**src/rtl/complex_integer_accumulator_macros.svh**
```systemverilog
// Assertion helpers for the complex integer accumulator.
// CIA_ASSERT checks a condition at every clock edge out of reset.
// CIA_ASSERT_NEXT checks that a condition holds in the cycle after a trigger.
`ifndef COMPLEX_INTEGER_ACCUMULATOR_MACROS_SVH
`define COMPLEX_INTEGER_ACCUMULATOR_MACROS_SVH
`ifndef SYNTHESIS
`define CIA_ASSERT(name, cond, msg) \
	name: assert property (@(posedge clk) disable iff (!arst_n) (cond)) else $error(msg);
`define CIA_ASSERT_NEXT(name, trig, cond, msg) \
	name: assert property (@(posedge clk) disable iff (!arst_n) (trig) |=> (cond)) \
		else $error(msg);
`else
`define CIA_ASSERT(name, cond, msg)
`define CIA_ASSERT_NEXT(name, trig, cond, msg)
`endif
`endif

```
**src/rtl/cia_pkg.sv**
```systemverilog
package cia_pkg;

	localparam int DATA_WIDTH_DEF = 32;
	localparam int FIELD_W        = 32;
	localparam int OPCODE_W       = 3;
	localparam int CHUNK_W        = 16;  // multiplier operand slice per cycle
	localparam int PIDX_W         = 3;
	localparam int MUL_PRODUCTS   = 4;
	localparam int DIV_PRODUCTS   = 6;

	localparam logic [OPCODE_W-1:0] OP_LOAD = 3'd0;
	localparam logic [OPCODE_W-1:0] OP_ADD  = 3'd1;
	localparam logic [OPCODE_W-1:0] OP_SUB  = 3'd2;
	localparam logic [OPCODE_W-1:0] OP_MUL  = 3'd3;
	localparam logic [OPCODE_W-1:0] OP_DIV  = 3'd4;

	// controller -> datapath
	typedef struct packed {
		logic                load;      // latch operands, clear product sums
		logic                mac;       // multiply-accumulate one slice
		logic                first;     // first slice of a product
		logic [PIDX_W-1:0]   pidx;      // which product
		logic                div_load;  // set up the divider
		logic                div_step;  // one quotient bit
		logic                finish;    // update accumulator and result
		logic [OPCODE_W-1:0] op;
	} cmd_t;

endpackage

```
**src/rtl/cia_ctrl.sv**
```systemverilog
`include "complex_integer_accumulator_macros.svh"

module cia_ctrl #(
	parameter int DATA_WIDTH = cia_pkg::DATA_WIDTH_DEF
) (
	input  logic                          clk,
	input  logic                          arst_n,
	input  logic                          s_tvalid,
	output logic                          s_tready,
	input  logic [cia_pkg::OPCODE_W-1:0]  opcode,
	output logic                          m_tvalid,
	input  logic                          m_tready,
	input  logic                          den_zero,
	output cia_pkg::cmd_t                 cmd
);

	localparam int NCH = (DATA_WIDTH + cia_pkg::CHUNK_W - 1) / cia_pkg::CHUNK_W;
	localparam int CW  = (NCH > 1) ? $clog2(NCH) : 1;
	localparam int DCW = $clog2(DATA_WIDTH);

	localparam logic [2:0] S_IDLE  = 3'd0;
	localparam logic [2:0] S_MAC   = 3'd1;
	localparam logic [2:0] S_DPREP = 3'd2;
	localparam logic [2:0] S_DIV   = 3'd3;
	localparam logic [2:0] S_DONE  = 3'd4;

	logic [2:0]                    state_q;
	logic [cia_pkg::OPCODE_W-1:0]  op_q;
	logic [cia_pkg::PIDX_W-1:0]    pidx_q;
	logic [cia_pkg::PIDX_W-1:0]    pidx_last;
	logic [CW-1:0]                 chk_q;
	logic [DCW-1:0]                cnt_q;
	logic                          m_tvalid_q;
	logic                          out_free;
	logic                          accept;

	assign accept    = s_tvalid && s_tready;
	assign out_free  = !m_tvalid_q || m_tready;
	assign s_tready  = (state_q == S_IDLE);
	assign m_tvalid  = m_tvalid_q;
	assign pidx_last = (op_q == cia_pkg::OP_DIV) ?
		cia_pkg::PIDX_W'(cia_pkg::DIV_PRODUCTS - 1) :
		cia_pkg::PIDX_W'(cia_pkg::MUL_PRODUCTS - 1);

	always_comb begin
		cmd          = '0;
		cmd.op       = op_q;
		cmd.pidx     = pidx_q;
		cmd.first    = (chk_q == '0);
		cmd.load     = accept;
		cmd.mac      = (state_q == S_MAC);
		cmd.div_load = (state_q == S_DPREP);
		cmd.div_step = (state_q == S_DIV);
		cmd.finish   = (state_q == S_DONE) && out_free;
	end

	always_ff @(posedge clk or negedge arst_n) begin
		if (!arst_n) begin
			state_q    <= S_IDLE;
			op_q       <= cia_pkg::OP_LOAD;
			pidx_q     <= '0;
			chk_q      <= '0;
			cnt_q      <= '0;
			m_tvalid_q <= 1'b0;
		end else begin
			if (cmd.finish) begin
				m_tvalid_q <= 1'b1;
			end else if (m_tready) begin
				m_tvalid_q <= 1'b0;
			end
			case (state_q)
				S_IDLE: begin
					if (accept) begin
						op_q   <= opcode;
						pidx_q <= '0;
						chk_q  <= '0;
						if (opcode inside {cia_pkg::OP_MUL, cia_pkg::OP_DIV}) begin
							state_q <= S_MAC;
						end else begin
							state_q <= S_DONE;
						end
					end
				end
				S_MAC: begin
					if (chk_q == CW'(NCH - 1)) begin
						chk_q  <= '0;
						pidx_q <= pidx_q + 1'b1;
						if (pidx_q == pidx_last) begin
							state_q <= (op_q == cia_pkg::OP_DIV) ? S_DPREP : S_DONE;
						end
					end else begin
						chk_q <= chk_q + 1'b1;
					end
				end
				S_DPREP: begin
					cnt_q   <= '0;
					state_q <= den_zero ? S_DONE : S_DIV;
				end
				S_DIV: begin
					cnt_q <= cnt_q + 1'b1;
					if (cnt_q == DCW'(DATA_WIDTH - 1)) begin
						state_q <= S_DONE;
					end
				end
				S_DONE: begin
					if (out_free) begin
						state_q <= S_IDLE;
					end
				end
				default: begin
					state_q <= S_IDLE;
				end
			endcase
		end
	end

	`CIA_ASSERT_NEXT(a_accept_dispatch, accept, state_q == S_MAC || state_q == S_DONE, "bad dispatch")
	`CIA_ASSERT(a_no_overwrite, !(cmd.finish && m_tvalid_q && !m_tready), "result overwritten")
	`CIA_ASSERT_NEXT(a_result_shown, cmd.finish, m_tvalid_q, "result not presented")
	`CIA_ASSERT(a_div_only_divide, state_q != S_DIV || op_q == cia_pkg::OP_DIV, "divider misuse")
	`CIA_ASSERT(a_pidx_range, pidx_q <= cia_pkg::PIDX_W'(cia_pkg::DIV_PRODUCTS), "product index")

endmodule

```
**src/rtl/cia_datapath.sv**
```systemverilog
module cia_datapath #(
	parameter int DATA_WIDTH = cia_pkg::DATA_WIDTH_DEF
) (
	input  logic                                clk,
	input  logic                                arst_n,
	input  cia_pkg::cmd_t                       cmd,
	input  logic signed [cia_pkg::FIELD_W-1:0]  operand_real,
	input  logic signed [cia_pkg::FIELD_W-1:0]  operand_imag,
	output logic                                den_zero,
	output logic signed [cia_pkg::FIELD_W-1:0]  result_real,
	output logic signed [cia_pkg::FIELD_W-1:0]  result_imag,
	output logic                                divide_by_zero
);

	localparam int W   = DATA_WIDTH;
	localparam int CHW = cia_pkg::CHUNK_W;
	localparam int NCH = (W + CHW - 1) / CHW;
	localparam int YW  = NCH * CHW;

	function automatic logic [W-1:0] mag(input logic [W-1:0] v);
		return v[W-1] ? (W'(0) - v) : v;
	endfunction

	// architectural state
	logic [W-1:0] acc_re_q, acc_im_q;
	// working registers
	logic [W-1:0] opr_re_q, opr_im_q;
	logic [W-1:0] t_re_q, t_im_q, den_q;
	logic [W-1:0] x_sh_q;
	logic [YW-1:0] y_sh_q;
	logic [W-1:0] nre_q, nim_q, rre_q, rim_q, dvs_q;
	logic         neg_re_q, neg_im_q, dz_q;
	logic [cia_pkg::FIELD_W-1:0] res_re_q, res_im_q;
	logic                        res_dz_q;

	logic [W-1:0]     src_x, src_y, x_cur, part, dest, dest_nx;
	logic [YW-1:0]    y_cur;
	logic             sub;
	logic [W-1:0]     sh_re, sh_im;
	logic             ge_re, ge_im;
	logic [W-1:0]     q_re, q_im, nx_re, nx_im;

	assign den_zero = (den_q == '0);

	// product schedule: ac, bd, bc, ad, cc, dd
	always_comb begin
		case (cmd.pidx)
			3'd0:    begin src_x = acc_re_q; src_y = opr_re_q; end
			3'd1:    begin src_x = acc_im_q; src_y = opr_im_q; end
			3'd2:    begin src_x = acc_im_q; src_y = opr_re_q; end
			3'd3:    begin src_x = acc_re_q; src_y = opr_im_q; end
			3'd4:    begin src_x = opr_re_q; src_y = opr_re_q; end
			default: begin src_x = opr_im_q; src_y = opr_im_q; end
		endcase
		x_cur     = cmd.first ? src_x : x_sh_q;
		y_cur     = cmd.first ? YW'(src_y) : y_sh_q;
		// only the low W bits of each partial product matter
		part      = x_cur * W'(y_cur[CHW-1:0]);
		sub       = (cmd.op == cia_pkg::OP_MUL && cmd.pidx == 3'd1) ||
		            (cmd.op == cia_pkg::OP_DIV && cmd.pidx == 3'd3);
		case (cmd.pidx[2:1])
			2'b00:   dest = t_re_q;
			2'b01:   dest = t_im_q;
			default: dest = den_q;
		endcase
		dest_nx = sub ? (dest - part) : (dest + part);
	end

	// one restoring step on both numerators
	always_comb begin
		sh_re = {rre_q[W-2:0], nre_q[W-1]};
		sh_im = {rim_q[W-2:0], nim_q[W-1]};
		ge_re = (sh_re >= dvs_q);
		ge_im = (sh_im >= dvs_q);
		q_re  = neg_re_q ? (W'(0) - nre_q) : nre_q;
		q_im  = neg_im_q ? (W'(0) - nim_q) : nim_q;
	end

	always_comb begin
		case (cmd.op)
			cia_pkg::OP_LOAD: begin nx_re = opr_re_q; nx_im = opr_im_q; end
			cia_pkg::OP_ADD:  begin nx_re = acc_re_q + opr_re_q; nx_im = acc_im_q + opr_im_q; end
			cia_pkg::OP_SUB:  begin nx_re = acc_re_q - opr_re_q; nx_im = acc_im_q - opr_im_q; end
			cia_pkg::OP_MUL:  begin nx_re = t_re_q; nx_im = t_im_q; end
			cia_pkg::OP_DIV: begin
				nx_re = dz_q ? acc_re_q : q_re;
				nx_im = dz_q ? acc_im_q : q_im;
			end
			default:          begin nx_re = acc_re_q; nx_im = acc_im_q; end
		endcase
	end

	always_ff @(posedge clk or negedge arst_n) begin
		if (!arst_n) begin
			acc_re_q <= '0;
			acc_im_q <= '0;
		end else if (cmd.finish) begin
			acc_re_q <= nx_re;
			acc_im_q <= nx_im;
		end
	end

	always_ff @(posedge clk) begin
		if (cmd.load) begin
			opr_re_q <= W'(operand_real);
			opr_im_q <= W'(operand_imag);
			t_re_q   <= '0;
			t_im_q   <= '0;
			den_q    <= '0;
		end
		if (cmd.mac) begin
			x_sh_q <= x_cur << CHW;
			y_sh_q <= y_cur >> CHW;
			case (cmd.pidx[2:1])
				2'b00:   t_re_q <= dest_nx;
				2'b01:   t_im_q <= dest_nx;
				default: den_q  <= dest_nx;
			endcase
		end
		if (cmd.div_load) begin
			nre_q    <= mag(t_re_q);
			nim_q    <= mag(t_im_q);
			dvs_q    <= mag(den_q);
			rre_q    <= '0;
			rim_q    <= '0;
			neg_re_q <= t_re_q[W-1] ^ den_q[W-1];
			neg_im_q <= t_im_q[W-1] ^ den_q[W-1];
			dz_q     <= den_zero;
		end
		if (cmd.div_step) begin
			rre_q <= ge_re ? (sh_re - dvs_q) : sh_re;
			rim_q <= ge_im ? (sh_im - dvs_q) : sh_im;
			nre_q <= {nre_q[W-2:0], ge_re};
			nim_q <= {nim_q[W-2:0], ge_im};
		end
		if (cmd.finish) begin
			res_re_q <= cia_pkg::FIELD_W'($signed(nx_re));
			res_im_q <= cia_pkg::FIELD_W'($signed(nx_im));
			res_dz_q <= (cmd.op == cia_pkg::OP_DIV) && dz_q;
		end
	end

	assign result_real    = res_re_q;
	assign result_imag    = res_im_q;
	assign divide_by_zero = res_dz_q;

endmodule

```
**src/rtl/complex_integer_accumulator.sv**
```systemverilog
// Complex integer accumulator: holds acc = re + j*im (DATA_WIDTH bits each, two's
// complement, reset to zero) and applies one opcode per input item (load, add,
// subtract, multiply, divide; unused codes leave acc alone), returning the new
// acc on every item. All arithmetic wraps at DATA_WIDTH bits like C int. Divide
// computes acc*conj(op)/|op|^2 with both parts truncated toward zero; a wrapped
// |op|^2 of zero leaves acc unchanged and sets divide_by_zero. Operands are
// sign-extended or truncated to DATA_WIDTH; results carry acc sign-extended or
// truncated to 32 bits. One item is in flight at a time. Multiply and divide
// use a single shared W x 16 multiplier (W = DATA_WIDTH) taking one 16-bit
// slice of the operand per cycle; divide then runs a radix-2 restoring divider
// that produces one quotient bit per cycle for both parts in parallel, and is
// skipped when the wrapped |op|^2 is zero. A new item is taken while the
// previous result still waits in the output register.
module complex_integer_accumulator #(
	parameter int DATA_WIDTH = cia_pkg::DATA_WIDTH_DEF
) (
	input  logic        clk,
	input  logic        arst_n,
	input  logic        s_tvalid,
	output logic        s_tready,
	input  logic [63:0] s_tdata,   // [31:0] operand_real, [63:32] operand_imag
	input  logic [2:0]  s_tuser,   // [2:0] opcode
	output logic        m_tvalid,
	input  logic        m_tready,
	output logic [63:0] m_tdata,   // [31:0] result_real, [63:32] result_imag
	output logic [0:0]  m_tuser    // [0] divide_by_zero
);

	cia_pkg::cmd_t cmd;
	logic          den_zero;
	logic signed [cia_pkg::FIELD_W-1:0] result_real, result_imag;
	logic          divide_by_zero;

	// sequencing: operand latch, product schedule, divider, output handshake
	cia_ctrl #(
		.DATA_WIDTH(DATA_WIDTH)
	) u_ctrl (
		.clk      (clk),
		.arst_n   (arst_n),
		.s_tvalid (s_tvalid),
		.s_tready (s_tready),
		.opcode   (s_tuser),
		.m_tvalid (m_tvalid),
		.m_tready (m_tready),
		.den_zero (den_zero),
		.cmd      (cmd)
	);

	// accumulator, sliced multiplier, divider and result register
	cia_datapath #(
		.DATA_WIDTH(DATA_WIDTH)
	) u_datapath (
		.clk            (clk),
		.arst_n         (arst_n),
		.cmd            (cmd),
		.operand_real   (s_tdata[31:0]),
		.operand_imag   (s_tdata[63:32]),
		.den_zero       (den_zero),
		.result_real    (result_real),
		.result_imag    (result_imag),
		.divide_by_zero (divide_by_zero)
	);

	assign m_tdata = {result_imag, result_real};
	assign m_tuser = divide_by_zero;

endmodule
```
**config.mk**
```make
export PLATFORM = sky130hd
export DESIGN_NAME = complex_integer_accumulator
export DESIGN_NICKNAME = d
export VERILOG_FILES = /design/src/rtl/cia_pkg.sv /design/src/rtl/cia_ctrl.sv /design/src/rtl/cia_datapath.sv /design/src/rtl/complex_integer_accumulator.sv
export VERILOG_INCLUDE_DIRS = /design/src /design/src/rtl
export SDC_FILE = /design/constraint.sdc
export NUM_CORES = 2
export LEC_CHECK = 0
export ABC_AREA = 1
export ABC_CLOCK_PERIOD_IN_PS = 19900
export BUFFER_PORTS_ARGS = -buffer_cell sky130_fd_sc_hd__buf_2
export CORE_MARGIN = 2
export CORE_UTILIZATION = 45
export DETAILED_ROUTE_END_ITERATION = 7
export PLACE_DENSITY = 0.68
export SETUP_SLACK_MARGIN = 0.4
export SYNTH_ARGS = -nofsm -noshare
export SYNTH_HDL_FRONTEND = slang
export SYNTH_SLANG_ARGS = --single-unit
```
**constraint.sdc**
```tcl
create_clock -name clk -period 19.9 [get_ports clk]
set_input_delay 0.995 -clock clk [delete_from_list [all_inputs] [get_ports clk]]
set_output_delay 0.995 -clock clk [all_outputs]
set_load 0.1 [all_outputs]
```
# == After elaboration in Yosys (flattened, before gate mapping) ==
# Cells that the tools add are included.
# word_totals
ff_bits,498
output_inout_bits,67
# op_classes
n_addsub,16
mul,1
order_cmp,2
n_eq_ne,22
n_mux,52
bitwise,2
n_reduce_logical,25
# op_table
operator,n
$mux W32,22
$pmux W32 S5,2
$mux W31,6
$sub A1 B32 Y32 const A,5
$add A32 B32 Y32,3
$pmux W32 S3,1
$sub A32 B32 Y32,3
$ge A32 B32 Y1,2
$pmux W32 S2,1
$sub A31 B31 Y31,2
$mux W3,11
$logic_not A32 Y1,1
$mul A32 B16 Y32,1
$eq A3 B2 Y1 const B,7
$mux W16,1
$pmux W3 S5,1
$eq A3 B3 Y1 const B,4
$pmux W5 S2,1
$eq A3 B1 Y1 const B,3
$logic_not A3 Y1,3
$ne A2 B1 Y1 const B,4
$reduce_bool A2 Y1,4
$pmux W3 S2,1
$reduce_or A2 Y1,3
other kinds (18),28

# == Longest topological paths before layout ==
# depth
depth_word,9
depth_mapped,58
mapped_depth_nobuf,55

# == Hierarchy ==
# Synthesis repeated with hierarchy kept, for this count alone.
# unflattened
hier_cells,6105
area_unflattened_um2,46794.9
# by_module_without_submodules
module,n_inst,cells_per_inst,area_per_inst_um2,seq_area_each_um2
cia_datapath,1,5994,45922.8,13192.7
cia_ctrl,1,111,872.1,400.4

# == Worst setup path after synthesis ==
# No wires, ideal clock.
# synth_timing
path_type,flip-flop to flip-flop
start,register u_ctrl.pidx_q[2] in the netlist's numbering
end,register u_datapath.t_im_q[31]
setup_time_ps,113
arrival_ps,9243
slack_ps,10544
path_stages_with_launch,52
path_buffers,4
cell_sequence,dfrtp_1 > inv_2 > buf_6 > clkbuf_1 > ha_1 > nor2_2 > nand2_4 > inv_2 > buf_4 > a21oi_1 > o221ai_1 > nand2_1 > inv_1 > clkbuf_1 > nand2_1 > fa_1 > inv_1 > fa_1 > [... 16 more ...] > nand2_1 > xor2_1 > and3_1 > nand2_1 > nor2_1 > nor2_1 > xor2_1 > ha_1 > a21oi_1 > o21ai_0 > a2111oi_0 > nand2_1 > inv_1 > nand3_1 > nand3_1 > nand3_2 > nand3_1 > nand2_1
# synth_between
elab_chain_len,9
elab_cells_between_ends,24
# synth_rtl
item,line_no,source
start: declaration,cia_ctrl.sv:29,logic [cia_pkg::PIDX_W-1:0] pidx_q;
start signal: assignment,cia_ctrl.sv:87,pidx_q <= pidx_q + 1'b1;
$eq A3 B2 Y1 (tied with other cells),cia_datapath.sv:47,case (cmd.pidx)
$reduce_or A2 Y1 (no line),n/a,
$pmux W32 S3 *,cia_datapath.sv:47,
$mux W32 *,cia_datapath.sv:55,x_cur = cmd.first ? src_x : x_sh_q;
named net u_datapath.x_cur[6],cia_datapath.sv:36,"logic [W-1:0] src_x, src_y, x_cur, part, dest, dest_nx;"
$mul A32 B16 Y32 *,cia_datapath.sv:58,part = x_cur * W'(y_cur[CHW-1:0]);
$add A32 B32 Y32 / $sub A32 B32 Y32 (equally long branches),cia_datapath.sv:66,dest_nx = sub ? (dest - part) : (dest + part);
$mux W32 *,cia_datapath.sv:66,
$mux W32 *,cia_datapath.sv:114,case (cmd.pidx[2:1])
$mux W32 *,cia_datapath.sv:111,if (cmd.mac) begin
end signal: assignment,cia_datapath.sv:116,2'b01: t_im_q <= dest_nx;
end: declaration,cia_datapath.sv:28,"logic [W-1:0] t_re_q, t_im_q, den_q;"
# Mark *: on every way through the listed nets, which the timed path passes. The rest lies on a longest branch.
# A chain may end at the register's enable or synchronous reset.

# == Final worst setup path ==
# layout_timing
start,register u_ctrl.pidx_q[2] in the netlist's numbering
end,register u_datapath.t_im_q[31]
# layout_between
elab_chain_len,9
elab_cells_between_ends,24
# layout_rtl
item,line_no
$eq A3 B2 Y1 (tied with other cells),"cia_datapath.sv:47, cia_datapath.sv:60"
$reduce_or A2 Y1 (no line) / $reduce_or A3 Y1 (equally long branches),n/a
$pmux W32 S3 / $mux W32 (equally long branches),cia_datapath.sv:47
$mux W32 / $mux W16 (equally long branches),"cia_datapath.sv:55, cia_datapath.sv:56"
$mul A32 B16 Y32,cia_datapath.sv:58
$add A32 B32 Y32 / $sub A32 B32 Y32 (equally long branches),cia_datapath.sv:66
$mux W32,cia_datapath.sv:66
$mux W32 *,cia_datapath.sv:114
$mux W32 *,cia_datapath.sv:111
# Mark *: on every way between the ends. The rest lies on a longest branch, timed or not.

==> impl_metrics.py <==
metrics = {
    "timing": {
        "max_freq_mhz": 84.3,
        "clock-skew-final_ns": 0.0361,
        "final_min_period_over_clock_period_pct": 59.6,
        "finalSetupTns_ns": 0,
        "period_needed_ns": 11.86,
        "count_of_final_hold_check_violations": 0,
        "fin_hold_ws_ns": 0.315,
        "timing.max_slew.rel_slack_pct": 21.0,
        "timing.final.max_slew_violations": 0,
        "setup_viol_count_final": 0,
        "rsz0062_at_grt": "no",
        "timing_worst_slew_pin_value_ns": 1.19,
    },
    "floorplanning": {
        "row_count": 118,
        "fp.dieH_um": 326,
        "core_area_um2": 103000,
        "floorplan.die_area_um2": 106000,
        "initial_cell_density_of_the_core_pct": 45.2,
        "ioPinCount": 138,
        "dieWidth_um": 326,
    },
    "worst_setup_path": {
        "critPathSlowestCell": "sky130_fd_sc_hd__fa_1",
        "max_stage_delay_ns": 0.67,
        "regToRegStartpoint": "u_ctrl.pidx_q[2]$_DFFE_PN0P_",
        "cp-start-kind": "register",
        "setup.worst_path.start": "u_ctrl.pidx_q[2]$_DFFE_PN0P_",
        "crit_path_frequent_cell": "sky130_fd_sc_hd__nand2_1",
        "critical_path_required_ns": 20.49,
        "path_max_fanout": 39,
        "timing.reg2reg.worst_path_depth": 45,
        "kind_of_critical_path": "reg -> reg",
        "critical_path_arrival_ns": 12.45,
        "end_kind": "register",
    },
    "route": {
        "first_pass_iters": 7,
        "via_total_after_detailed_routing": 43500,
        "drc": 0,
        "via_per_inst": 5.81,
        "antenna_viol_nets_final": 0,
        "wirelength_mm": 181,
        "initialDrtViolationCount": 5115,
        "avgRoutedWirePerCell_um": 24.2,
    },
    "cts": {
        "h-tree-depth": 2,
        "cts_buffers": 60,
        "cts_root_buf": "sky130_fd_sc_hd__clkbuf_16",
        "post_cts_resize_count": 0,
        "holdBufCountCts": 0,
        "clock_slew_at_reported_path_ffs_ns": 0.06,
        "cts_tree": "built",
        "num_clock_sinks": 498,
        "postCtsSetupRepairBufs": 0,
        "clock_latency_ns": 0.70,
        "clockBufferDepth": 3,
    },
    "grt": {
        "first_global_vias": 41700,
        "grt_antenna_before_repair": 4,
        "grt_max_degree": 168,
        "grt_pass1_wl_mm": 267,
        "grt_overflow": 0,
        "grt_util_all_layers_pct": 33.6,
    },
    "synthesis": {
        "yosys.area.top_type_share_pct": 20.8,
        "net_count_after_synthesis": 6654,
        "synthDistinctLibCells": 69,
        "seq_area_frac_synth_pct": 29.2,
        "synth_enable_flop_cells": 322,
        "synth_area_leaders": "sky130_fd_sc_hd__edfxtp_1, sky130_fd_sc_hd__fa_1, sky130_fd_sc_hd__nand2_1, sky130_fd_sc_hd__inv_1, sky130_fd_sc_hd__ha_1",
        "post_synthesis_register_bit_count": 498,
        "synth-async-reset-ratio_pct": 16.1,
        "post-synth-top-area-cell": "sky130_fd_sc_hd__edfxtp_1",
        "postSynth.topFlopCell": "sky130_fd_sc_hd__edfxtp_1",
        "yosys_warnings": 0,
        "post_synth_inst_count": 6033,
        "syn_area_um2": 46600,
        "postSynthAreaPerCell_um2": 7.72,
    },
    "cells_and_area": {
        "diodes": 0,
        "seqCellArea_um2": 13600,
        "syn_to_final_growth_pct": 8.62,
        "layout.filler_cells": 10200,
        "multi_input_area_um2": 28500,
        "drive_gt1_share_pct": 6.22,
        "nNetsFinal": 6682,
    },
    "status": {
        "outcome": "completed",
    },
    "place": {
        "port-buffer-count": 137,
        "dpl_wire_length_mm": 143,
        "rd_place_congestion": 1.03,
    },
    "min_path": {
        "holdCritPathClass": "in -> async",
    },
    "flow_run": {
        "max_cap_viol_count": 0,
    },
}
[registers in the layout (all words and copies together) (netlist names), 31 cells and up]
signal,cells
u_datapath.rim_q,31
u_datapath.nim_q,32
u_datapath.rre_q,31
u_datapath.t_im_q,32
u_datapath.opr_re_q,32
u_datapath.dvs_q,32
u_datapath.den_q,32
u_datapath.opr_im_q,32
u_datapath.nre_q,32
u_datapath.acc_im_q,32
u_datapath.acc_re_q,32
u_datapath.result_real,32
u_datapath.result_imag,32
u_datapath.t_re_q,32
[critical path: cells and delay by family (launching register included)]
kind,cells,cell delay (ns)
AOI/OAI and AO/OA,7,1.33
xor gates and xnor gates,2,0.41
adders and majority gates,9,4.26
buffers and inverters,7,1.70
DFF,1,0.45
and+or+nand+nor,20,3.59
[metal layers]
metal  part of all wire (%)  track usage, %  vias to the layer above
li1                       -               -                    19900
met1                     41            45.2                    21000
met2                     43            51.7                     2163
met3                    9.9            6.84                      438
met4                    5.5            16.2                        0
met5                      0               0                        -
[through the flow]
stage	utilization (%)	area, um2	instances	setup WS (ns)
CTS	49.1	50600	7493	8.32
floorplan	-	46600	6033	10.54
detailed placement	47.1	48600	7379	8.31
global route	49.1	50600	7493	7.40
finish	49.1	50600	7493	8.04
global placement	47.1	48600	7379	8.35
[area by class of cell]
cell class | instances | area share, %
clock buffer | 84 | 3.31
clock inverter | 30 | 0.737
inverter | 1001 | 7.42
multi-input combinational | 4318 | 56.2
sequential | 498 | 26.9
tap | 1380 | 3.41
timing repair buffer | 182 | 2.05
[final timing paths]
check                                                      end  slack [ns]
setup / recovery                 u_datapath.t_im_q[31]$_DFF_P_        8.04
hold / removal             u_datapath.acc_re_q[24]$_DFFE_PN0P_        0.31
setup reg to reg                 u_datapath.t_im_q[31]$_DFF_P_        8.04
hold reg to reg                   u_datapath.t_im_q[4]$_DFF_P_        0.50
max in group asynchronous          u_ctrl.cnt_q[4]$_DFFE_PN0P_       18.42
min in group clk             u_datapath.opr_re_q[28]$_DFFE_PP_        0.47
[logic make-up after synthesis]
group / count (synthesis) / share of synthesized area (%)
multiplexers: 1 / 0.0215
AO/OA/AOI/OAI: 1309 / 15.8
buffers and inverters: 1217 / 9.92
flip-flops: 498 / 29.2
adder cells (fa/ha/maj): 550 / 19.7
AND/OR/NAND/NOR: 2146 / 19.4
XOR/XNOR: 312 / 5.86
[layout by cell type, fill, tap and decap left out, types with 38 or more instances in the layout]
master                      instances
sky130_fd_sc_hd__nand3_1          289
sky130_fd_sc_hd__ha_1             241
sky130_fd_sc_hd__xnor2_1           85
sky130_fd_sc_hd__dfxtp_1           96
sky130_fd_sc_hd__buf_4             45
sky130_fd_sc_hd__nor3_1            87
sky130_fd_sc_hd__buf_2            136
sky130_fd_sc_hd__xor2_1           227
sky130_fd_sc_hd__a21oi_1          459
sky130_fd_sc_hd__nor2_1           452
sky130_fd_sc_hd__inv_1            968
sky130_fd_sc_hd__o22ai_1           45
sky130_fd_sc_hd__nand2_1         1135
sky130_fd_sc_hd__o21ai_0          521
sky130_fd_sc_hd__or2_2             45
sky130_fd_sc_hd__dfrtp_1           80
sky130_fd_sc_hd__fa_1             309
sky130_fd_sc_hd__clkbuf_16         61
sky130_fd_sc_hd__edfxtp_1         322
sky130_fd_sc_hd__nand4_1           38
[synthesized netlist by cell type (all sizes together), types with 16 or more instances]
cell type,instances
or2,45
ha,241
nor4,33
xnor2,85
nor3,91
o22ai,45
a221oi,32
o31ai,19
o211ai,23
xor2,227
nand3,294
clkinv,21
nor2,465
edfxtp,322
nand2,1151
dfxtp,96
fa,309
a31oi,28
clkbuf,183
nand4,40
buf,33
inv,980
a21oi,461
o21ai,550
a21o,16
o221ai,31
dfrtp,80
o21a,18
Power is left out: the tool's default activity adds up to more than one toggle a clock period on the data nets, which glitch-free logic cannot reach.
